File: src/rtl/core/urd_pkg.sv
// Shared types for the unsigned restoring divider pipeline.
// No dependencies; compiled first.
`default_nettype none

package urd_pkg;

    // Per-stage flow control: upstream beat valid, and load enable of the stage.
    typedef struct packed {
        logic valid;
        logic load;
    } t_stage_ctrl;

endpackage : urd_pkg

`default_nettype wire

File: src/rtl/core/urd_if.sv
// Valid/ready channel interfaces for divider operands and results.
// No dependencies beyond the language; compiled after urd_pkg.
`default_nettype none

interface urd_in_if #(
    parameter int DATA_WIDTH = 16
) ();
    logic                  valid;
    logic                  ready;
    logic [DATA_WIDTH-1:0] dividend;
    logic [DATA_WIDTH-1:0] divisor;

    modport source (output valid, output dividend, output divisor, input ready);
    modport sink   (input valid, input dividend, input divisor, output ready);
endinterface : urd_in_if

interface urd_out_if #(
    parameter int DATA_WIDTH = 16
) ();
    logic                  valid;
    logic                  ready;
    logic [DATA_WIDTH-1:0] quotient;
    logic [DATA_WIDTH-1:0] remainder;

    modport source (output valid, output quotient, output remainder, input ready);
    modport sink   (input valid, input quotient, input remainder, output ready);
endinterface : urd_out_if

`default_nettype wire

File: src/rtl/core/unsigned_restoring_divider_core.sv
// Unsigned restoring divider, DATA_WIDTH stages, one quotient bit per stage.
// Beats pass the stage registers in order; each register frees as its beat moves on.
// Throughput: one beat per cycle while the output accepts results.
// Reset (synchronous, active low) clears all stage valid bits; data is not reset.
// Depends on urd_pkg, urd_in_if, urd_out_if and urd_stage.
`default_nettype none

module unsigned_restoring_divider_core #(
    parameter int DATA_WIDTH = 16
) (
    input  wire        i_clk,
    input  wire        i_rst_n,
    urd_in_if.sink     i_in,
    urd_out_if.source  o_out
);
    import urd_pkg::*;

    logic [DATA_WIDTH-1:0] rem_s [0:DATA_WIDTH];
    logic [DATA_WIDTH-1:0] num_s [0:DATA_WIDTH];
    logic [DATA_WIDTH-1:0] den_s [0:DATA_WIDTH];
    logic [DATA_WIDTH:0]   valid_s;
    logic [DATA_WIDTH:0]   load_s;
    t_stage_ctrl           ctrl_s [0:DATA_WIDTH-1];

    assign rem_s[0]   = '0;
    assign num_s[0]   = i_in.dividend;
    assign den_s[0]   = i_in.divisor;
    assign valid_s[0] = i_in.valid;

    // a stage loads when it is empty or its beat moves on this cycle
    assign load_s[DATA_WIDTH] = o_out.ready;

    genvar k;
    generate
        for (k = 0; k < DATA_WIDTH; k++) begin : g_stage
            assign load_s[k]       = ~valid_s[k+1] | load_s[k+1];
            assign ctrl_s[k].valid = valid_s[k];
            assign ctrl_s[k].load  = load_s[k];

            urd_stage #(
                .DATA_WIDTH (DATA_WIDTH)
            ) u_stage (
                .i_clk   (i_clk),
                .i_rst_n (i_rst_n),
                .i_ctrl  (ctrl_s[k]),
                .i_rem   (rem_s[k]),
                .i_num   (num_s[k]),
                .i_den   (den_s[k]),
                .o_valid (valid_s[k+1]),
                .o_rem   (rem_s[k+1]),
                .o_num   (num_s[k+1]),
                .o_den   (den_s[k+1])
            );
        end
    endgenerate

    assign i_in.ready      = load_s[0];
    assign o_out.valid     = valid_s[DATA_WIDTH];
    assign o_out.quotient  = num_s[DATA_WIDTH];
    assign o_out.remainder = rem_s[DATA_WIDTH];

    // full pipeline with a stalled output takes no new beat
    a_full_stall: assert property (@(posedge i_clk) disable iff (!i_rst_n)
        ((&valid_s[DATA_WIDTH:1]) && !o_out.ready) |-> !i_in.ready)
        else $error("input taken while pipeline full and stalled");

    // remainder below divisor unless the divisor is zero
    a_rem_range: assert property (@(posedge i_clk) disable iff (!i_rst_n)
        o_out.valid |-> ((den_s[DATA_WIDTH] == '0) ||
                         (o_out.remainder < den_s[DATA_WIDTH])))
        else $error("remainder not below divisor");

    // zero divisor gives all-ones quotient
    a_zero_div: assert property (@(posedge i_clk) disable iff (!i_rst_n)
        (o_out.valid && (den_s[DATA_WIDTH] == '0)) |-> (&o_out.quotient))
        else $error("zero divisor quotient not all ones");

    // an empty stage behind the output leaves a bubble after the beat leaves
    a_bubble: assert property (@(posedge i_clk) disable iff (!i_rst_n)
        (o_out.valid && o_out.ready && !valid_s[DATA_WIDTH-1]) |=> !o_out.valid)
        else $error("result beat repeated or invented");

endmodule : unsigned_restoring_divider_core

`default_nettype wire

File: src/rtl/core/urd_stage.sv
// One restoring division step with its pipeline register: one quotient bit.
// Depends on urd_pkg.
`default_nettype none

module urd_stage #(
    parameter int DATA_WIDTH = 16
) (
    input  wire                     i_clk,
    input  wire                     i_rst_n,
    input  urd_pkg::t_stage_ctrl    i_ctrl,
    input  wire  [DATA_WIDTH-1:0]   i_rem,
    input  wire  [DATA_WIDTH-1:0]   i_num,
    input  wire  [DATA_WIDTH-1:0]   i_den,
    output logic                    o_valid,
    output logic [DATA_WIDTH-1:0]   o_rem,
    output logic [DATA_WIDTH-1:0]   o_num,
    output logic [DATA_WIDTH-1:0]   o_den
);
    import urd_pkg::*;

    logic                  r_valid;
    logic [DATA_WIDTH-1:0] r_rem;
    logic [DATA_WIDTH-1:0] r_num;
    logic [DATA_WIDTH-1:0] r_den;

    logic [DATA_WIDTH:0]   shifted;
    logic [DATA_WIDTH:0]   diff;
    logic                  fits;
    logic [DATA_WIDTH-1:0] n_rem;
    logic [DATA_WIDTH-1:0] n_num;

    // shifted keeps the bit leaving the remainder as its top bit
    always_comb begin
        shifted = {i_rem, i_num[DATA_WIDTH-1]};
        diff    = shifted - {1'b0, i_den};
        fits    = ~diff[DATA_WIDTH];
        n_rem   = fits ? diff[DATA_WIDTH-1:0] : shifted[DATA_WIDTH-1:0];
        n_num   = {i_num[DATA_WIDTH-2:0], fits};
    end

    always_ff @(posedge i_clk) begin
        if (!i_rst_n) begin
            r_valid <= 1'b0;
        end else if (i_ctrl.load) begin
            r_valid <= i_ctrl.valid;
        end
    end

    always_ff @(posedge i_clk) begin
        if (i_ctrl.load) begin
            r_rem <= n_rem;
            r_num <= n_num;
            r_den <= i_den;
        end
    end

    assign o_valid = r_valid;
    assign o_rem   = r_rem;
    assign o_num   = r_num;
    assign o_den   = r_den;

endmodule : urd_stage

`default_nettype wire
File: src/flat_wrapper.sv
// flat-port wrapper written by rule: the top's interface ports become plain ports
module unsigned_restoring_divider_core_flat import urd_pkg::*;
#(
    parameter int DATA_WIDTH = 16
)
  (i_clk, i_rst_n, i_in_valid, i_in_dividend, i_in_divisor, i_in_ready, o_out_valid, o_out_quotient, o_out_remainder, o_out_ready);
  urd_in_if #(.DATA_WIDTH(DATA_WIDTH)) i_in_i ();
  urd_out_if #(.DATA_WIDTH(DATA_WIDTH)) o_out_i ();
  input  wire i_clk;
  input  wire i_rst_n;
  input wire logic [$bits(i_in_i.valid)-1:0] i_in_valid;
  input wire logic [$bits(i_in_i.dividend)-1:0] i_in_dividend;
  input wire logic [$bits(i_in_i.divisor)-1:0] i_in_divisor;
  output wire logic [$bits(i_in_i.ready)-1:0] i_in_ready;
  output wire logic [$bits(o_out_i.valid)-1:0] o_out_valid;
  output wire logic [$bits(o_out_i.quotient)-1:0] o_out_quotient;
  output wire logic [$bits(o_out_i.remainder)-1:0] o_out_remainder;
  input wire logic [$bits(o_out_i.ready)-1:0] o_out_ready;
  assign i_in_i.valid = i_in_valid;
  assign i_in_i.dividend = i_in_dividend;
  assign i_in_i.divisor = i_in_divisor;
  assign i_in_ready = i_in_i.ready;
  assign o_out_valid = o_out_i.valid;
  assign o_out_quotient = o_out_i.quotient;
  assign o_out_remainder = o_out_i.remainder;
  assign o_out_i.ready = o_out_ready;
  unsigned_restoring_divider_core #(.DATA_WIDTH(DATA_WIDTH)) u_core (.i_clk(i_clk), .i_rst_n(i_rst_n), .i_in(i_in_i), .o_out(o_out_i));
endmodule
File: config.mk
export PLATFORM = sky130hd
export DESIGN_NAME = unsigned_restoring_divider_core_flat
export DESIGN_NICKNAME = d
export VERILOG_FILES = /design/src/rtl/core/urd_pkg.sv /design/src/rtl/core/urd_if.sv /design/src/rtl/core/unsigned_restoring_divider_core.sv /design/src/rtl/core/urd_stage.sv /design/src/flat_wrapper.sv
export SDC_FILE = /design/constraint.sdc
export NUM_CORES = 1
export LEC_CHECK = 0
export ABC_AREA = 1
export BUFFER_PORTS_ARGS = -buffer_cell sky130_fd_sc_hd__buf_4
export CAP_MARGIN = 10
export CORE_MARGIN = 2
export CORE_UTILIZATION = 46
export DETAILED_ROUTE_END_ITERATION = 10
export HOLD_SLACK_MARGIN = 0.02
export SKIP_LAST_GASP = 1
export SYNTH_ARGS = -nofsm -noshare
export SYNTH_HDL_FRONTEND = slang
export SYNTH_SLANG_ARGS = --single-unit
File: constraint.sdc
create_clock -name i_clk -period 4.85 [get_ports i_clk]
set_input_delay 0.2425 -clock i_clk [delete_from_list [all_inputs] [get_ports i_clk]]
set_output_delay 0.2425 -clock i_clk [all_outputs]
set_load 0.05 [all_outputs]
==> metrics.cfg <==
[yosys]
async_flop_share=0
synth-seq-area-share=0.599
yosys-top-cells-count=edfxtp_1 (752), nand2_1 (714), inv_1 (486), ha_1 (242), a21oi_1 (190)
ys_top_cells_by_area=edfxtp_1 (59%), ha_1 (7.9%), nand2_1 (7.0%), inv_1 (4.8%), xor2_1 (2.9%)
synth_top_area_cell=edfxtp_1
yosys.cell_count.top_type=edfxtp_1
syn-cell-area_um2=38200
synth_top_area_frac=0.591
synth.ff_latch_count=768
synth_edf_count=752
syn_area_per_cell_um2=11.3
synth_cells=3380
synth-main-ff-cell=edfxtp_1
netlist-cell-type-count=47
ys_warn_count=0

[outcome]
status=complete, no violations

[floorplan]
die_area_um2=85400
core.rowCount=105
io_pins=70
initial_utilization=0.465
dieHeight_um=292
die_x_um=292
core_um2=82100

[global_routing]
grt_pass1_vias=22735
overflow=0
grt_first_pass_wirelength_um=118000
grt_max_degree=51
antenna_found_initial=0
grtUsageTotal=0.173

[cells_and_area]
fillers=7132
final_area_um2=43000
syn_to_final_growth_pct=12.6
multi_input_area_um2=13100
num_antenna_cells=0
fin_nets=3841
drive_gt1_frac=0.100
seq_area_um2=22900

[clock_tree]
ctsResizeCount=0
post_cts_buffers=0
h-tree-depth=3
cts.clk_slew.worst_paths_ns=0.06
cts_max_path_buffers=3
cts_tree=done
cts_num_sinks=768
cts_root_buffer=clkbuf_16
cts_buffers=84
clock_latency_ns=0.64
hold_buffers=34

[drt]
ant_nets=0
drt-initial-drc-count=1563
via_per_inst=4.98
drc=0
topRoutingLayerUsed=met4
wl_met1_um=32400
wire_per_inst_um=15.7
met2_wirelength_um=36700
via_count=23333
dr_wl_met3_um=2400
drt_wl_total_um=73600
drt-pass1-iter-count=5

[timing]
fin_crit_sh=0.668
whs_ns=0.281
finalHoldViolCount=0
setup_viol=0
grt_setup_unrepaired=no
skew_ns=0.0267
fin_crit_ns=3.24
max_freq_ghz=0.309
maxSlewViolCount=0
fin_setup_tns_ns=0
slew_headroom=0.243
tightest_slew_ns=1.13

[critical_path]
cp.required_ns=4.61
worstPathCellList=nand4_4 -> nor3_4 -> nand4_4 -> nor2_4 -> nand4_4 -> nor2_4 -> nand4_4 -> buf_4
path_common_cell=nand4_4
critPathMaxStageDelay_ns=0.44
critical_path_class=register to output port
critPathSlowestCell=dfxtp_1
critPathLaunchType=register
crit_arrival_ns=3.00
cp-end-kind=output port
path_max_fanout=24

[power]
power_density_nw_per_um2=634
vdd_drop_max_mv=0.319
total_leakage_power_nw=19.1

[placed_design]
portBuffers=69
gp_congestion=0.855
dp_hpwl_um=55000
postPlaceCellArea_um2=39800

[flow_run]
cap_violations=0

[worst_hold_path]
hold_path.class=primary input to register

report_power, final:
| part | switching (mW) | total [mW] | internal [mW] |
|---|---|---|---|
| combinational | 6.42 | 10.2 | 3.76 |
| sequential | 0.960 | 10.6 | 9.64 |
| clock | 2.61 | 6.50 | 3.89 |
| total | 9.99 | 27.3 | 17.3 |
logic make-up (layout without fill, tap and decap cells):
group | after synthesis | after routing | share of synthesized area
AND/OR/NAND/NOR | 1014 | 1014 | 0.114
flip-flops | 768 | 768 | 0.599
AO/OA/AOI/OAI | 594 | 594 | 0.0931
buffers and inverters | 541 | 774 | 0.0599
adder cells (fa/ha/maj) | 257 | 257 | 0.0871
XOR/XNOR | 205 | 205 | 0.0470
other | 1 | 7 | 0.0000981
state kept, by name (all words and copies together), names as in the netlist:
signal,flops
u_core.g_stage.u_stage.o_rem,256
u_core.g_stage.u_stage.o_den,240
u_core.g_stage.u_stage.o_num,256
u_core.g_stage.u_stage.o_valid,16
critical path: cells and delay by family (launching register included):
kind                   cells  cell delay [ns]
buffers and inverters      1             0.37
flip-flops                 1             0.44
AND/OR/NAND/NOR            7             1.54
per-stage QoR:
step | std cells | total power, mW | util | setup WS, ns
floorplan | 3386 | 18.9 | - | 0.0183
global placement | 4497 | 20.8 | 0.485 | 1.92
detailed placement | 4497 | 20.9 | 0.485 | 1.86
CTS | 4688 | 27.6 | 0.524 | 1.54
global route | 4689 | 29.3 | 0.524 | 1.42
finish | 4689 | 27.3 | 0.524 | 1.61
cells in the final DEF, fill, tap and decap left out, types with 80 or more instances in the layout:
cell,count
a21oi_1,190
buf_4,80
clkbuf_16,87
edfxtp_1,752
ha_1,242
inv_1,481
nand2_1,710
nor2_1,109
o21ai_0,161
xor2_1,127
layout make-up:
| type | count | area share |
|---|---|---|
| flip-flops and latches | 768 | 0.532 |
| multi-input cells | 2077 | 0.304 |
| clock buffers | 100 | 0.0520 |
| inverters | 502 | 0.0442 |
| well taps | 1070 | 0.0311 |
| repair buffers | 115 | 0.0223 |
| clock inverters | 57 | 0.0139 |
final timing paths:
path | startpoint | endpoint | slack (ns) | cells past startpoint
max | u_core.g_stage[15].u_stage.o_valid | i_in_ready | 1.61 | 8
min | o_out_ready | u_core.g_stage[10].u_stage.o_valid | 0.28 | 7
max reg2reg | u_core.g_stage[7].u_stage.o_den[0] | u_core.g_stage[8].u_stage.o_rem[0] | 1.87 | 12
min reg2reg | u_core.g_stage[6].u_stage.o_num[0] | u_core.g_stage[7].u_stage.o_num[1] | 0.40 | 0
per-layer routing:
metal  global-route usage  up-vias
met5                    0        -
met4               0.0543        0
met3               0.0263      137
met2                0.306      323
met1                0.218    10889
li1                     -    11984
Note: power is estimated with default switching activity, not from simulation.
